`src/hdl/bfsh_pkg.sv`:
```
// Shared types and constants for the string-hash Bloom filter.
// No dependencies; used by every module of the block.
`timescale 1ns / 1ps

package bfsh_pkg;

	localparam int unsigned HASH_W = 64;
	localparam int unsigned KEY_W  = 8;
	localparam int unsigned IDX_W  = 17;   // filter bit index, also bit_count width
	localparam int unsigned BIT_W  = 5;    // bit within a 32-bit store word

	localparam logic [HASH_W-1:0] RS_START        = 64'd63689;
	localparam logic [31:0]       RS_STEP         = 32'd378551;
	localparam logic [IDX_W-1:0]  BIT_COUNT_RESET = 17'h10000;

	// request func field
	localparam logic FUNC_INSERT = 1'b0;
	localparam logic FUNC_QUERY  = 1'b1;

	// controller -> datapath commands
	typedef struct packed {
		logic capture;     // take a byte, launch the partial products
		logic update;      // fold partial products into the hashes
		logic clear_hash;  // key end: restart hashes
		logic mod_load;    // key end: load both hashes into the reducer
		logic mod_step;    // one remainder bit step
		logic rd_en;       // read the store word of the selected index
		logic wr_en;       // write back that word with the index bit set
		logic sel_b;       // 0: index from simple hash, 1: from running hash
		logic clr_en;      // clear one store word
	} cmd_t;

	// datapath -> controller status
	typedef struct packed {
		logic mod_done;
		logic bit_hit;
		logic clr_last;
	} sts_t;

endpackage

```
`src/hdl/bfsh_mod.sv`:
```
// Bit-serial reduction of both hashes modulo the effective filter size.
// Depends on bfsh_pkg (cmd_t, widths).
`timescale 1ns / 1ps

module bfsh_mod #(
	parameter int unsigned NUM_WORDS = 2048
) (
	input  logic                         clk,
	input  logic                         arst_n,
	input  bfsh_pkg::cmd_t               cmd,
	input  logic [bfsh_pkg::IDX_W-1:0]   bit_count,
	input  logic [bfsh_pkg::HASH_W-1:0]  hs_in,
	input  logic [bfsh_pkg::HASH_W-1:0]  hr_in,
	output logic [bfsh_pkg::IDX_W-1:0]   idx_a,
	output logic [bfsh_pkg::IDX_W-1:0]   idx_b,
	output logic                         mod_done
);

	localparam int unsigned IW   = bfsh_pkg::IDX_W;
	localparam int unsigned HW   = bfsh_pkg::HASH_W;
	localparam int unsigned CW   = $clog2(HW + 1);
	localparam logic [31:0] CAP  = 32'(NUM_WORDS) * 32'd32;

	logic [HW-1:0] a_q, b_q;
	logic [IW-1:0] ra_q, rb_q, n_q, n_eff;
	logic [CW-1:0] cnt_q;
	logic [IW:0]   ta, tb;

	always_comb begin
		n_eff = bit_count;
		if (bit_count == '0) n_eff = {{(IW-1){1'b0}}, 1'b1};
		else if (32'(bit_count) > CAP) n_eff = CAP[IW-1:0];
	end

	// restoring remainder step: shift in one dividend bit, subtract once
	assign ta = {ra_q, a_q[HW-1]};
	assign tb = {rb_q, b_q[HW-1]};

	always_ff @(posedge clk) begin
		if (cmd.mod_load) begin
			a_q  <= hs_in;
			b_q  <= hr_in;
			ra_q <= '0;
			rb_q <= '0;
			n_q  <= n_eff;
		end else if (cmd.mod_step) begin
			a_q  <= a_q << 1;
			b_q  <= b_q << 1;
			ra_q <= (ta >= {1'b0, n_q}) ? IW'(ta - {1'b0, n_q}) : ta[IW-1:0];
			rb_q <= (tb >= {1'b0, n_q}) ? IW'(tb - {1'b0, n_q}) : tb[IW-1:0];
		end
	end

	always_ff @(posedge clk or negedge arst_n) begin
		if (!arst_n) cnt_q <= '0;
		else if (cmd.mod_load) cnt_q <= '0;
		else if (cmd.mod_step) cnt_q <= cnt_q + 1'b1;
	end

	assign mod_done = (cnt_q == CW'(HW));
	assign idx_a    = ra_q;
	assign idx_b    = rb_q;

endmodule

```
`config.mk`:
```
export PLATFORM = sky130hd
export DESIGN_NAME = bfsh_mod
export DESIGN_NICKNAME = d
export VERILOG_FILES = /design/src/hdl/bfsh_pkg.sv /design/src/hdl/bfsh_mod.sv
export SDC_FILE = /design/constraint.sdc
export NUM_CORES = 1
export LEC_CHECK = 0
export BUFFER_PORTS_ARGS = -buffer_cell sky130_fd_sc_hd__buf_2
export CAP_MARGIN = 20
export CORE_UTILIZATION = 39
export CTS_CLUSTER_SIZE = 20
export DETAILED_ROUTE_END_ITERATION = 10
export PLACE_DENSITY_LB_ADDON = 0.05
export REMOVE_ABC_BUFFERS = 1
export SLEW_MARGIN = 20
export SYNTH_ARGS = -nofsm -noshare
export SYNTH_HDL_FRONTEND = slang
export SYNTH_SLANG_ARGS = --single-unit
```
`constraint.sdc`:
```
create_clock -name clk -period 5.9 [get_ports clk]
set_input_delay 0.59 -clock clk [delete_from_list [all_inputs] [get_ports clk]]
set_output_delay 0.59 -clock clk [all_outputs]
set_load 0.02 [all_outputs]
```
==> Yosys cells after proc, flatten, opt, wreduce, memory -nomap -nowiden <==
Cells that the tools add are included.
{ "totals": {"reg_bits": 186, "output_inout_bits": 35} }
{ "classes": {"add_sub_neg": 3, "magnitude_cmp": 3, "eq_ne": 1, "n_mux": 9, "reduce_logical": 3} }
{ "op_table": {"columns": ["op", "n"], "rows": [
  ["two-way mux 64 bit", 4],
  ["two-way mux 17 bit", 3],
  ["greater-or-equal comparator 18 x 17 -> 1 bit", 2],
  ["subtractor 17 bit", 2],
  ["greater-than comparator 17 bit (second input constant)", 1],
  ["zero test 17 bit", 1],
  ["two-way mux 7 bit", 2],
  ["adder 7 x 1 -> 7 bit (second input constant)", 1],
  ["equality test 7 bit (second input constant)", 1],
  ["nonzero test 2 bit", 1],
  ["OR reduction 2 bit", 1]
]} }

==> Depth between registers and ports, before layout <==
{ "logic_depth": {"depth_word": 3, "depth_mapped": 14} }

==> Worst setup path before layout <==
OpenSTA, ideal clock, no wires.
{ "synth_timing": {"path_type": "input to register", "startpoint": "in cmd[5] (netlist bit)", "endpoint": "reg a_q[0] (enable)", "t_arrival_ps": 3697, "required_time_ps": 5418, "slack_ps": 1720, "stages": 4, "cell_sequence": "clkbuf_1 clkbuf_1 nor2_1 inv_1"} }
{ "synth_between": {"elab_chain_len": 1} }
{ "synth_rtl": {"columns": ["element", "line_no", "source"], "rows": [
  ["start, declared", "bfsh_mod.sv:10", "input bfsh_pkg::cmd_t cmd,"],
  ["nonzero test 2 bit (no line)", null, null],
  ["end signal, assigned", "bfsh_mod.sv:41", "a_q <= hs_in;"],
  ["end signal, assigned", "bfsh_mod.sv:47", "a_q <= a_q << 1;"],
  ["end, declared", "bfsh_mod.sv:24", "logic [HW-1:0] a_q, b_q;"]
]} }
Every way passes these cells.
A chain may end at the register's enable or synchronous reset.

==> Final worst setup path <==
{ "layout_timing": {"startpoint": "reg a_q[63]", "endpoint": "reg ra_q[0] (netlist: idx_a[0])"} }
{ "layout_between": {"elab_chain_len": 2, "elab_cells_between_ends": 3, "cone_classes": "1 x add/sub; 1 x order compare; 1 x mux"} }
{ "layout_rtl": {"columns": ["element", "line_no", "source"], "rows": [
  ["subtractor 17 bit or greater-or-equal comparator 18 x 17 -> 1 bit (tied branches)", "bfsh_mod.sv:49", "ra_q <= (ta >= {1'b0, n_q}) ? IW'(ta - {1'b0, n_q}) : ta[IW-1:0];"],
  ["two-way mux 17 bit *", "bfsh_mod.sv:49", null],
  ["end signal, assigned", "bfsh_mod.sv:49", null],
  ["end, declared", "bfsh_mod.sv:25", "logic [IW-1:0] ra_q, rb_q, n_q, n_eff;"]
]} }
Every way passes the cells marked *; elsewhere a longest branch is shown, timed or not.

==> out/results.ini <==
[logic_synthesis]
synth_compound_area_share_pct=9.44
synthTopCellsByCount=edfxtp_1 (145), mux2_2 (127), nor2_1 (42)
synth.yosys.seq_area_share_pct=54.4
synth_area_leader_cell=edfxtp_1
synth-seq-cells=186
synth.distinct_cells=55
synth_mux_area_share_pct=17.8
yosysMostFrequentCell=edfxtp_1
ys_top_cells_by_area=edfxtp_1 (45%), mux2_2 (15%), dfxtp_1 (7.1%)
synth_adder_area_share_pct=5.38
synth_top_family_by_area=multiplexers
synth_xor_area_share_pct=2.38
synth-edff-count=145
postSynthAreaPerCell_um2=12.7
synth-simple-area-share_pct=7.68
yosysWarnings=0
synth_area_um2=9580
synthCells=756
synthArstFlopShare_pct=3.76
synth_flop_cell=edfxtp_1
synth_top_cell_area_share_pct=45.5

[flow_run]
maxCapViolCount=0

[finish]
drive_above_1_share_pct=38.2
area_delta_synth_final_pct=19.5
fin_util_pct=48.2
nNetsFinal=1130

[routing]
remaining_drc_errors=0
ant_nets=0
viasPerCell=5.03
drtPass1Iterations=5
wl_per_cell_um=16.1
drt_wl_total_um=20500
num_vias=6421
drtIter0Drc=300

[timing]
finalCritPeriodShare_pct=51.8
slew_viol_final=0
relSlewSlack_pct=39.7
rsz0062_at_grt=no
setup_tns_ps=0
setup_viol=0
finClkSkew_ps=13.7
worst_pin_slew_ps=905
hold_violations=0
min_period_ps=3050
fmax_mhz=327

[critical_path]
rrSetupSlack_ps=2850
r2r_cells=12
reg2reg_to=idx_a[0]
endpoint_kind=register
required_ps=6250
path_max_fanout=18
arrival_ps=3400
rr_startpoint=a_q[63]
path_class=register to register
start_kind=register

[placement]
io_buffers=183
dpl.hpwl_um=15100
place_congestion=0.883

[floorplan]
core-area_um2=23800
dieArea_um2=25200
start_util_pct=40.3
die_height_um=159
boundaryPins=191
fp.dieW_um=159
floorplan.rows=56

[clocking]
root_buffer=clkbuf_16
hold_buffers=1
cts_inserted_buffers=17
clock_sinks=186
htreeDepth=4
clk_path_buf_depth=2
clk_pin_slew_worst_paths_ps=80
cts_resized=0
postCtsSetupBuffers=0
clock_latency_ps=430
cts_tree=yes

[grt]
grt_pass1_vias=6753
grt_max_degree=80
grt_usage_pct=16.9
grt_first_pass_wirelength_um=33900
antenna_found_initial=13
grt-ovfl-total=0

[power_and_ir_drop]
power_per_cell_area_nw_per_um2=291
ir_drop_v=0.000174
power_mw=3.33
p_leak_nw=4.74

[hold_path]
min_path_cells=2
holdCritPathClass=input pin to register
hp-start=hr_in[0]
whs_endpoint=b_q[0]

[outcome]
status=complete, no violations

-- cell usage in the layout (no fill, tap or decap), drive strengths merged, types with 4 or more instances in the layout --
| cell type | n |
|---|---|
| ha | 38 |
| a21oi | 30 |
| or3 | 7 |
| o21ai | 30 |
| mux2 | 128 |
| buf | 189 |
| mux2i | 26 |
| dfxtp | 34 |
| a211oi | 25 |
| nor4 | 5 |
| nand3 | 9 |
| nor2b | 4 |
| o21bai | 6 |
| nor2 | 42 |
| a31oi | 5 |
| dfrtp | 7 |
| o21a | 5 |
| clkbuf | 17 |
| nand4 | 6 |
| a21o | 13 |
| edfxtp | 145 |
| and2 | 18 |
| nand2 | 39 |
| clkinv | 7 |
| nor3 | 6 |
| inv | 43 |
| xor2 | 11 |
| nand2b | 5 |
| xnor2 | 15 |
| diode | 11 |
-- worst max-delay path by stage --
stage / start / endpoint / depth (start not counted)
6_report: a_q[63] / idx_a[0] / 12
5_1_grt: b_q[63] / idx_b[14] / 12
4_1_cts: n_q[0] / idx_a[0] / 11
3_5_place_dp: cmd[5] / b_q[48] / 4
3_3_place_gp: cmd[5] / b_q[44] / 4
2_1_floorplan: cmd[4] / a_q[0] / 2
-- flip-flops by register name, indices dropped and copies added, names as in the netlist --
| name | count |
|---|---|
| idx_a | 17 |
| n_q | 17 |
| idx_b | 17 |
| cnt_q | 7 |
| b_q | 64 |
| a_q | 64 |
-- through the flow --
stage | std cells | instance area, µm² | setup WS (ps) | hold slack (ps)
6_report | 1277 | 11400 | 2850 | 435
5_1_grt | 1269 | 11400 | 2510 | 421
4_1_cts | 1266 | 11400 | 2600 | 418
3_5_place_dp | 1233 | 10800 | 2460 | 436
3_3_place_gp | 1233 | 10800 | 2570 | 421
2_1_floorplan | 725 | 9430 | 2170 | 294
-- critical path: stages (launching register included) --
cell       delay [ps]
edfxtp_1          360
inv_1              80
ha_1              160
inv_1              50
fa_1              410
a21o_1            230
a2111oi_4         400
or3_4             210
nand3_2            80
a21oi_2           220
o21ai_4           220
mux2_4            360
a211oi_2          200
-- cells by family after synthesis --
kind of cell | count (synthesis)
and+or+nand+nor | 150
muxes | 154
adders and majority gates | 40
AOI/OAI and AO/OA | 133
buffers and inverters | 67
xor gates and xnor gates | 26
DFF | 186
-- metal layers --
metal  part of all wire (%)  GRT usage, %  routed length, µm  vias to the layer above
met5                   0.25             0                 51                        -
met4                    1.2          4.99                246                        8
met2                     48          28.1               9910                      162
met3                    8.6          7.29               1770                       27
met1                     42          19.5               8540                     3031
li1                       -             -                  -                     3193
-- area by class of cell --
| cell class | instances | area [µm²] |
|---|---|---|
| Clock inverter | 15 | 170 |
| Multi-Input combinational cell | 503 | 4100 |
| Tap cell | 319 | 399 |
| Timing Repair Buffer | 190 | 977 |
| Antenna cell | 11 | 27.5 |
| Clock buffer | 17 | 425 |
| Fill cell | 2188 | 12300 |
| Sequential cell | 186 | 5210 |
| Inverter | 36 | 138 |
-- power by group --
| group | total [mW] | internal [mW] | switching (mW) |
|---|---|---|---|
| combinational | 0.571 | 0.274 | 0.297 |
| clock | 1.14 | 0.572 | 0.572 |
| sequential | 1.61 | 1.56 | 0.0504 |
(Power assumes the default switching activity.)
