## src/hdl/bfsh_pkg.sv

```systemverilog
// Shared types and constants for the string-hash Bloom filter.
// No dependencies; used by every module of the block.
`timescale 1ns / 1ps

package bfsh_pkg;

	localparam int unsigned HASH_W = 64;
	localparam int unsigned KEY_W  = 8;
	localparam int unsigned IDX_W  = 17;   // filter bit index, also bit_count width
	localparam int unsigned BIT_W  = 5;    // bit within a 32-bit store word

	localparam logic [HASH_W-1:0] RS_START        = 64'd63689;
	localparam logic [31:0]       RS_STEP         = 32'd378551;
	localparam logic [IDX_W-1:0]  BIT_COUNT_RESET = 17'h10000;

	// request func field
	localparam logic FUNC_INSERT = 1'b0;
	localparam logic FUNC_QUERY  = 1'b1;

	// controller -> datapath commands
	typedef struct packed {
		logic capture;     // take a byte, launch the partial products
		logic update;      // fold partial products into the hashes
		logic clear_hash;  // key end: restart hashes
		logic mod_load;    // key end: load both hashes into the reducer
		logic mod_step;    // one remainder bit step
		logic rd_en;       // read the store word of the selected index
		logic wr_en;       // write back that word with the index bit set
		logic sel_b;       // 0: index from simple hash, 1: from running hash
		logic clr_en;      // clear one store word
	} cmd_t;

	// datapath -> controller status
	typedef struct packed {
		logic mod_done;
		logic bit_hit;
		logic clr_last;
	} sts_t;

endpackage

```

## src/hdl/bfsh_ctrl.sv

```systemverilog
// Sequencer for the Bloom filter: byte hashing, reduction, store access.
// Depends on bfsh_pkg (cmd_t, sts_t, func codes).
`timescale 1ns / 1ps

module bfsh_ctrl (
	input  logic           clk,
	input  logic           arst_n,
	input  logic           start,
	input  logic           func,
	input  logic           last,
	input  bfsh_pkg::sts_t sts,
	output bfsh_pkg::cmd_t cmd,
	output logic           busy,
	output logic           done,
	output logic           present
);

	localparam logic [3:0] S_CLEAR = 4'd0;
	localparam logic [3:0] S_IDLE  = 4'd1;
	localparam logic [3:0] S_ADD   = 4'd2;
	localparam logic [3:0] S_MOD   = 4'd3;
	localparam logic [3:0] S_RDA   = 4'd4;
	localparam logic [3:0] S_WRA   = 4'd5;
	localparam logic [3:0] S_RDB   = 4'd6;
	localparam logic [3:0] S_WRB   = 4'd7;
	localparam logic [3:0] S_CHK   = 4'd8;

	logic [3:0] state_q, state_d;
	logic       func_q, last_q, hit_a_q;
	logic       done_q, present_q;

	always_comb begin
		cmd     = '0;
		state_d = state_q;
		case (state_q)
			S_CLEAR: begin
				cmd.clr_en = 1'b1;
				if (sts.clr_last) state_d = S_IDLE;
			end
			S_IDLE: begin
				if (start) begin
					cmd.capture = 1'b1;
					state_d     = S_ADD;
				end
			end
			S_ADD: begin
				cmd.update = 1'b1;
				if (last_q) begin
					cmd.clear_hash = 1'b1;
					cmd.mod_load   = 1'b1;
					state_d        = S_MOD;
				end else begin
					state_d = S_IDLE;
				end
			end
			S_MOD: begin
				if (sts.mod_done) state_d = S_RDA;
				else cmd.mod_step = 1'b1;
			end
			S_RDA: begin
				cmd.rd_en = 1'b1;
				state_d   = (func_q == bfsh_pkg::FUNC_QUERY) ? S_RDB : S_WRA;
			end
			S_WRA: begin
				cmd.wr_en = 1'b1;
				state_d   = S_RDB;
			end
			S_RDB: begin
				cmd.rd_en = 1'b1;
				cmd.sel_b = 1'b1;
				state_d   = (func_q == bfsh_pkg::FUNC_QUERY) ? S_CHK : S_WRB;
			end
			S_WRB: begin
				cmd.wr_en = 1'b1;
				cmd.sel_b = 1'b1;
				state_d   = S_IDLE;
			end
			S_CHK: begin
				state_d = S_IDLE;
			end
			default: begin
				state_d = S_IDLE;
			end
		endcase
	end

	always_ff @(posedge clk or negedge arst_n) begin
		if (!arst_n) begin
			state_q   <= S_CLEAR;
			func_q    <= 1'b0;
			last_q    <= 1'b0;
			hit_a_q   <= 1'b0;
			done_q    <= 1'b0;
			present_q <= 1'b0;
		end else begin
			state_q <= state_d;
			if (cmd.capture) begin
				func_q <= func;
				last_q <= last;
			end
			// first index result is on the read port while the second is fetched
			if (state_q == S_RDB) hit_a_q <= sts.bit_hit;
			done_q    <= (state_q == S_CHK);
			present_q <= (state_q == S_CHK) && hit_a_q && sts.bit_hit;
		end
	end

	assign busy    = (state_q != S_IDLE);
	assign done    = done_q;
	assign present = present_q;

	a_done_after_check: assert property (@(posedge clk) disable iff (!arst_n)
		done |-> $past(state_q == S_CHK))
		else $error("result strobe without a completed check");

	a_done_single: assert property (@(posedge clk) disable iff (!arst_n)
		done |=> !done)
		else $error("result strobe longer than one cycle");

	a_write_after_read: assert property (@(posedge clk) disable iff (!arst_n)
		cmd.wr_en |-> ($past(cmd.rd_en) && ($past(cmd.sel_b) == cmd.sel_b)))
		else $error("store write without a read of the same index");

	a_step_until_done: assert property (@(posedge clk) disable iff (!arst_n)
		cmd.mod_step |-> !sts.mod_done)
		else $error("reducer stepped past its last bit");

endmodule

```

## config.mk

```make
export PLATFORM = sky130hd
export DESIGN_NAME = bfsh_ctrl
export DESIGN_NICKNAME = d
export VERILOG_FILES = /design/src/hdl/bfsh_pkg.sv /design/src/hdl/bfsh_ctrl.sv
export SDC_FILE = /design/constraint.sdc
export NUM_CORES = 1
export LEC_CHECK = 0
export ABC_AREA = 1
export BUFFER_PORTS_ARGS = -buffer_cell sky130_fd_sc_hd__buf_2
export CORE_MARGIN = 5
export CORE_UTILIZATION = 25
export DETAILED_ROUTE_END_ITERATION = 8
export GPL_TIMING_DRIVEN = 0
export RECOVER_POWER = 25
export SLEW_MARGIN = 10
export SYNTH_ARGS = -nofsm -noshare
export SYNTH_HDL_FRONTEND = slang
export SYNTH_SLANG_ARGS = --single-unit
```

## constraint.sdc

```tcl
create_clock -name clk -period 1.6 [get_ports clk]
set_clock_uncertainty 0.05 [all_clocks]
set_input_delay 0.08 -clock clk [delete_from_list [all_inputs] [get_ports clk]]
set_output_delay 0.08 -clock clk [all_outputs]
set_load 0.03 [all_outputs]
```

## Word level (Yosys, flattened, before mapping)

Cells that the tools add are included.
W data, S select, Z words.

| storage, ports and cells | value |
|---|---|
| output and inout port bits | 12 |
| register bits | 9 |
| bits of input ports | 8 |
| word-level logic and storage cells | 42 |

| cells by class | value |
|---|---|
| reduce and logical (&&, ||, !) cells | 7 |
| muxes and demuxes | 17 |
| equal/unequal tests | 12 |

Operators by type and width:

| kind | number |
|---|---|
| $pmux W4 S7 | 1 |
| $eq A4 B3 Y1 const B | 4 |
| $mux W4 | 4 |
| $eq A4 B2 Y1 const B | 2 |
| $mux W1 | 8 |
| $mux W2 | 3 |
| $ne A2 B2 Y1 const B | 3 |
| $reduce_or A2 Y1 | 3 |
| $eq A4 B1 Y1 const B | 1 |
| $eq A4 B4 Y1 const B | 1 |
| $logic_not A4 Y1 | 1 |
| $ne A4 B1 Y1 const B | 1 |
| $mux W3 | 1 |
| $reduce_and A3 Y1 | 1 |
| $logic_and A1 B1 Y1 | 2 |

## Longest topological paths before layout

Gate-level depths: netlist of the first run.

| depth | value |
|---|---|
| word-level depth | 3 |
| mapped depth | 8 |
| gate-level depth less buffers | 8 |

## Worst setup path after synthesis of the first run

Ideal clock, no wire load.

| timing | value |
|---|---|
| kind | register to output |
| start | register state_q[1] |
| end | output port cmd[0] (netlist bit) |
| data required time | 1.470 ns |
| data arrival time | 1.315 ns |
| path buffers | 0 |
| cell stages (with the launch flop) | 4 |
| slack | 0.155 ns |
| cell sequence | dfrtp_1 > nor2_1 > inv_1 > nor3_1 |

RTL lines:

| element | RTL line | RTL |
|---|---|---|
| start: declaration | bfsh_ctrl.sv:28 | `logic [3:0] state_q, state_d;` |
| start signal: assignment | bfsh_ctrl.sv:96 | `state_q <= state_d;` |
| end: declaration | bfsh_ctrl.sv:12 | `output bfsh_pkg::cmd_t cmd,` |

==> results of run 1 <==
-- sequential cells by signal (all words and copies together) (netlist names) --
register / flops
present: 1
hit_a_q: 1
done: 1
func_q: 1
state_q: 4
last_q: 1
-- what timing repair did --
item,4_1_cts,5_1_grt
endpoints found under the hold margin,12,0
hold buffers,4,0
resized for setup,0,8
setup buffers,0,1
setup endpoints to repair,0,4
-- path summary, 6_finish.rpt --
| check | startpoint | endpoint | slack (ps) |
|---|---|---|---|
| min | sts[2] | state_q[1]$_DFFE_PN0P_ | 100 |
| max | state_q[3]$_DFFE_PN0P_ | cmd[8] | 90 |
| min in group asynchronous | arst_n | func_q$_DFFE_PN0P_ | 250 |
| min reg2reg | hit_a_q$_DFFE_PN0N_ | present$_DFF_PN0_ | 450 |
| max reg2reg | state_q[3]$_DFFE_PN0P_ | state_q[0]$_DFFE_PN0P_ | 350 |
| max in group asynchronous | arst_n | state_q[0]$_DFFE_PN0P_ | 900 |
-- power groups by stage --
stage | clock network [W] | registers [W] | logic, W
2_1_floorplan | 0 | 0.000353 | 0.000530
3_3_place_gp | 0 | 0.000360 | 0.000687
3_5_place_dp | 0 | 0.000363 | 0.000690
4_1_cts | 0.000180 | 0.000359 | 0.000700
5_1_grt | 0.000195 | 0.000380 | 0.000822
6_report | 0.000171 | 0.000372 | 0.000733
-- cell usage in the layout (no fill, tap or decap) --
master	count
a21boi_1	1
and2_1	1
buf_2	16
buf_4	3
clkbuf_1	2
clkbuf_4	4
dfrtp_1	7
dfrtp_2	2
dlygate4sd3_1	4
inv_1	14
mux2_4	1
nand2_1	19
nand2_2	1
nand3_1	4
nand3b_1	1
nor2_1	11
nor2_2	3
nor2_4	3
nor3_1	2
o21ai_0	4
-- through the flow --
step | util | cells | setup slack [ps]
6_report | 0.379 | 130 | 88.1
5_1_grt | 0.379 | 130 | -3.88
4_1_cts | 0.365 | 129 | 0.252
3_5_place_dp | 0.331 | 121 | 275
3_3_place_gp | 0.331 | 121 | 307
2_1_floorplan | - | 75 | 155
-- cell usage after synthesis, types with 2 or more instances --
| library cell | n |
|---|---|
| nand2_1 | 19 |
| nor2_2 | 3 |
| dfrtp_1 | 9 |
| inv_1 | 14 |
| o21ai_0 | 4 |
| nor3_1 | 2 |
| nand3_1 | 4 |
| nor2_1 | 13 |
-- critical path, stage by stage, from the launching register on --
cell	delay (ps)
dfrtp_2	440
nor2_4	200
nand2_2	150
nor2_4	130
clkbuf_4	200
-- cell type report --
type                       instances  area share
multi-input combinational         51       0.343
sequential                         9       0.303
timing repair buffer              24       0.195
tap                               27      0.0449
inverter                          14      0.0699
buffer                             1     0.00998
clock buffer                       4      0.0349
-- cell families (layout without fill, tap and decap cells) --
family / Yosys count / count (layout) / synth area share
AND/OR/NAND/NOR: 45 / 45 / 0.379
buffers and inverters: 15 / 43 / 0.114
flip-flops: 9 / 9 / 0.427
AO/OA/AOI/OAI: 5 / 5 / 0.0521
multiplexers: 1 / 1 / 0.0284
-- routing by layer --
layer / up-vias / wire, um
li1: 283 / -
met1: 233 / 546
met2: 18 / 591
met3: 0 / 94
met4: 0 / 0
met5: - / 0
==> out/qor.csv, run 1 <==
metric,value,unit
maximum fanout along the worst path,6,
cell taking the most area after synthesis,dfrtp_1,
initial core utilization,0.266,
Post-DRT Antenna Nets,0,
Synth cell types,15,
area occupied by multi-input gates,258,um^2
root buffer cell,clkbuf_4,
Max Clock Freq,661,MHz
final setup TNS,0,ps
Syn Nets,83,
met3 Usage GRT,0.0278,
number of global-route vias before repair,462,
outcome,"complete, no violations",
H-tree levels,1,
Nets,112,
GRT Util Overall,0.0799,
worst r2r path cells,7,
Slew HR,0.676,
endpoint class of the critical path,output pin,
Max IR drop VDD,568,uV
met2 Use GR,0.117,
sequential share of the synthesized area,0.427,
Hold Path Stages,4,
top-area cell type share of the netlist area,0.427,
clock buffer depth,2,
Pleak,0.442,nW
row cnt,16,
minimum clock period,1510,ps
Pwr Total,0.00128,W
final setup violation count,0,
area grow syn2layout,42.4,%
crit path kind,reg -> out,
fin crit share,0.945,
Die H,56.0,um
die width,56.0,um
register area,228,um^2
internal power,0.000648,W
worst path required time,1470,ps
clock slew at reported path FFs,60,ps
ANT cells,0,
GR peak layer,met2,
1st-iter DRT viols,9,
synth top area cells,"dfrtp_1, nand2_1, inv_1",
GR Layer Usage met1,0.103,
drt pass-1 iters,4,
Max Cap Violations,0,
grt ovf,0,
Power Density,1700,nW/um^2
Worst EP arrival,1380,ps
Comb pwr share,0.575,
share of cells above drive strength 1,0.320,
"Hold Vio Cnt, Final",0,
fin. max-slew vios,0,
Synth Cell Area,528,um^2
Placed Area,657,um^2
Yosys reg bits,9,
Avg Inst Size Synth,7.04,um^2
wire per inst,9.48,um
antenna violations before repair,0,
port buffer count,19,
io pins,20,
CTS buffer count,3,
CTS tree,built,
fill count,219,
GPL Wtd Cong,0.845,
Worst setup SP type,flop,
largest net degree at the start of global routing,10,
Post-synth EDFFs,0,
drc violations,0,
Switching Share,0.492,
total vias in the final route,534,
die area,3130,um^2
CORE AREA,1980,um^2
ys flop type,dfrtp_1,
latest clock arrival within the worst-skew pair,250,ps
Sw Pwr,0.000628,W
Routed WL,1.23,mm
ys async rst share,1.00,
Clock Sinks,9,
Post-DP HPWL,947,um
Yosys warning total,0,
design area,752,um^2
HP Class,in -> reg,
first-pass GRT wire length,2.02,mm
Hold Slack,104,ps
Least-Margin Pin Slew,485,ps
detail-routed via count per cell,4.11,
Clock Power Share,0.134,
Post-Synthesis Cells,75,
sequential power share,0.292,
Note: power is estimated with default switching activity, not from simulation.
==> inputs of run 2 (changes only) <==
--- a/config.mk
+++ b/config.mk
@@ -7,10 +7,13 @@
 export LEC_CHECK = 0
 export ABC_AREA = 1
 export BUFFER_PORTS_ARGS = -buffer_cell sky130_fd_sc_hd__buf_2
+export CELL_PAD_IN_SITES_DETAIL_PLACEMENT = 0
+export CELL_PAD_IN_SITES_GLOBAL_PLACEMENT = 1
 export CORE_MARGIN = 5
 export CORE_UTILIZATION = 25
 export DETAILED_ROUTE_END_ITERATION = 8
 export GPL_TIMING_DRIVEN = 0
+export PLACE_DENSITY_LB_ADDON = 0.1
 export RECOVER_POWER = 25
 export SLEW_MARGIN = 10
 export SYNTH_ARGS = -nofsm -noshare
==> run 2 against run 1 <==
Critical path depth grew 1. Sequential power is essentially flat. Routed wire length is essentially flat. Non-clock buffer count shrank 1. Via count grew 1.5%. Global-route usage grew 0.81 points. Total power shrank 2.7%. Final cell count shrank 0.77%. Count of clock-buffer cells in the layout is the same. Critical endpoint is now cmd[6]. Highest routed layer is now met4.
==> out/qor.csv, run 2 (synthesis gave the netlist of run 1 again) <==
metric,value,unit,change
Least-Margin Pin Slew,467,ps,was 485 ps
Clock Sinks,9,,unchanged
grt ovf,0,,unchanged
max reg flops,4,,unchanged
Die H,56.0,um,unchanged
wire per inst,9.56,um,was 9.48 um
Nets,111,,was 112
post-route setup slack,86.5,ps,was 88.1 ps
final setup violation count,0,,unchanged
largest register by flop count,state_q,,unchanged
initial core utilization,0.266,,unchanged
Worst setup SP type,flop,,unchanged
register area,225,um^2,was 228 um^2
largest net degree at the start of global routing,10,,unchanged
maximum fanout along the worst path,7,,was 6
latest clock arrival within the worst-skew pair,250,ps,about the same
endpoint class of the critical path,output pin,,unchanged
drt pass-1 iters,5,,was 4
worst path required time,1470,ps,about the same
DP Worst Slack,272,ps,was 275 ps
minimum clock period,1510,ps,about the same
clock buffer depth,2,,unchanged
first-pass GRT wire length,2.17,mm,was 2.02 mm
most frequent cells in the layout,"nand2_1, buf_2, inv_1, nor2_1, dfrtp_1",,unchanged
io pins,20,,unchanged
CORE AREA,1980,um^2,unchanged
row cnt,16,,unchanged
outcome,"complete, no violations",,unchanged
area occupied by multi-input gates,250,um^2,was 258 um^2
crit path kind,reg -> out,,unchanged
CTS tree,built,,unchanged
root buffer cell,clkbuf_4,,unchanged
clock slew at reported path FFs,50,ps,was 60 ps
Post-DP HPWL,1.01,mm,was 947 um
Pleak,0.439,nW,was 0.442 nW
fin. max-slew vios,0,,unchanged
GRT Util Overall,0.0880,,was 0.0799
die area,3130,um^2,unchanged
detail-routed via count per cell,4.20,,was 4.11
fin crit share,0.946,,was 0.945
critical-path cell list,"nor2_4, nand3_1, inv_1, buf_4, buf_2",,"was nor2_4, nand2_2, nor2_4, clkbuf_4"
Crit path max-delay family,flip-flops,,was simple AND/OR/NAND/NOR gates
fill count,215,,was 219
Routed WL,1.23,mm,about the same
CTS buffer count,3,,unchanged
Worst EP arrival,1380,ps,about the same
HP Class,in -> reg,,unchanged
slowest cell delay on critical path,430,ps,was 440 ps
Post-DRT Antenna Nets,0,,unchanged
Post-CTS Setup Bufs,0,,unchanged
share of cells above drive strength 1,0.284,,was 0.320
Worst Path Buf+Inv,3,,was 1
"Hold Vio Cnt, Final",0,,unchanged
Pwr Total,0.00124,W,was 0.00128 W
antenna violations before repair,0,,unchanged
Max IR drop VDD,676,uV,was 568 uV
drc violations,0,,unchanged
Max Cap Violations,0,,unchanged
GPL Wtd Cong,0.769,,was 0.845
ANT cells,0,,unchanged
Slew HR,0.688,,was 0.676
number of global-route vias before repair,523,,was 462
total vias in the final route,542,,was 534
1st-iter DRT viols,7,,was 9
final setup TNS,0,ps,unchanged
RSZ-0062 raised after global routing,yes,,
Max Clock Freq,661,MHz,about the same
Power Density,1700,nW/um^2,about the same
slowest CP cell,dfrtp_1,,was dfrtp_2
H-tree levels,1,,unchanged
die width,56.0,um,unchanged
"commonest non-fill, non-tap cell in the layout",nand2_1,,unchanged
port buffer count,19,,unchanged
area grow syn2layout,38.6,%,was 42.4%
## run 2: stage by stage
step | utilization | area (um^2) | std cells | hold WS (ps)
after global routing | 0.369 | 732 | 129 | 110
after global placement | 0.331 | 657 | 121 | -112
final | 0.369 | 732 | 129 | 95.7
after detailed placement | 0.331 | 657 | 121 | -113
after CTS | 0.365 | 723 | 129 | 91.3
after floorplan | - | 528 | 75 | -266
## run 2: path summary, 6_finish.rpt
kind	start	endpoint	slack (ps)	depth (start not counted)
max	state_q[2]$_DFFE_PN0P_	cmd[6]	90	5
min in group asynchronous	arst_n	state_q[3]$_DFFE_PN0P_	240	2
min	start	state_q[0]$_DFFE_PN0P_	100	4
max in group asynchronous	arst_n	func_q$_DFFE_PN0P_	940	2
max reg2reg	state_q[2]$_DFFE_PN0P_	state_q[2]$_DFFE_PN0P_	340	5
min reg2reg	hit_a_q$_DFFE_PN0N_	present$_DFF_PN0_	460	2
## run 2: where the power goes
part           switching [W]  internal [W]  total (W)  leakage, nW
logic               0.000477      0.000232   0.000709        0.308
registers          0.0000682      0.000302   0.000370        0.116
clock network      0.0000672     0.0000953   0.000163       0.0150
## run 2: cell type report
type	instances	share of cell area
Buffer	1	0.0103
Clock buffer	4	0.0359
Inverter	14	0.0718
Multi-Input combinational cell	51	0.342
Sequential cell	9	0.308
Tap cell	27	0.0462
Timing Repair Buffer	23	0.186
## run 2: per-layer routing
layer / GRT usage / part of all wire / vias up
met3: 0.0418 / 0.058 / 4
met1: 0.0964 / 0.43 / 243
met4: 0.0373 / 0.022 / 0
li1: - / - / 278
met5: 0 / 0 / -
met2: 0.145 / 0.48 / 17
## run 2: timing repair
item                                    in CTS  in global routing
gates resized for setup                      0                  3
endpoints found under the setup margin       0                  4
hold buffers                                 4                  0
hold endpoints to repair                    12                  0
## run 2: worst register-to-register path, cell delays in order (launching register included)
cell      delay (ps)
dfrtp_1          430
nor2_4           210
nand3_1          180
nand2_1          120
nor2_2            50
a21boi_1         120
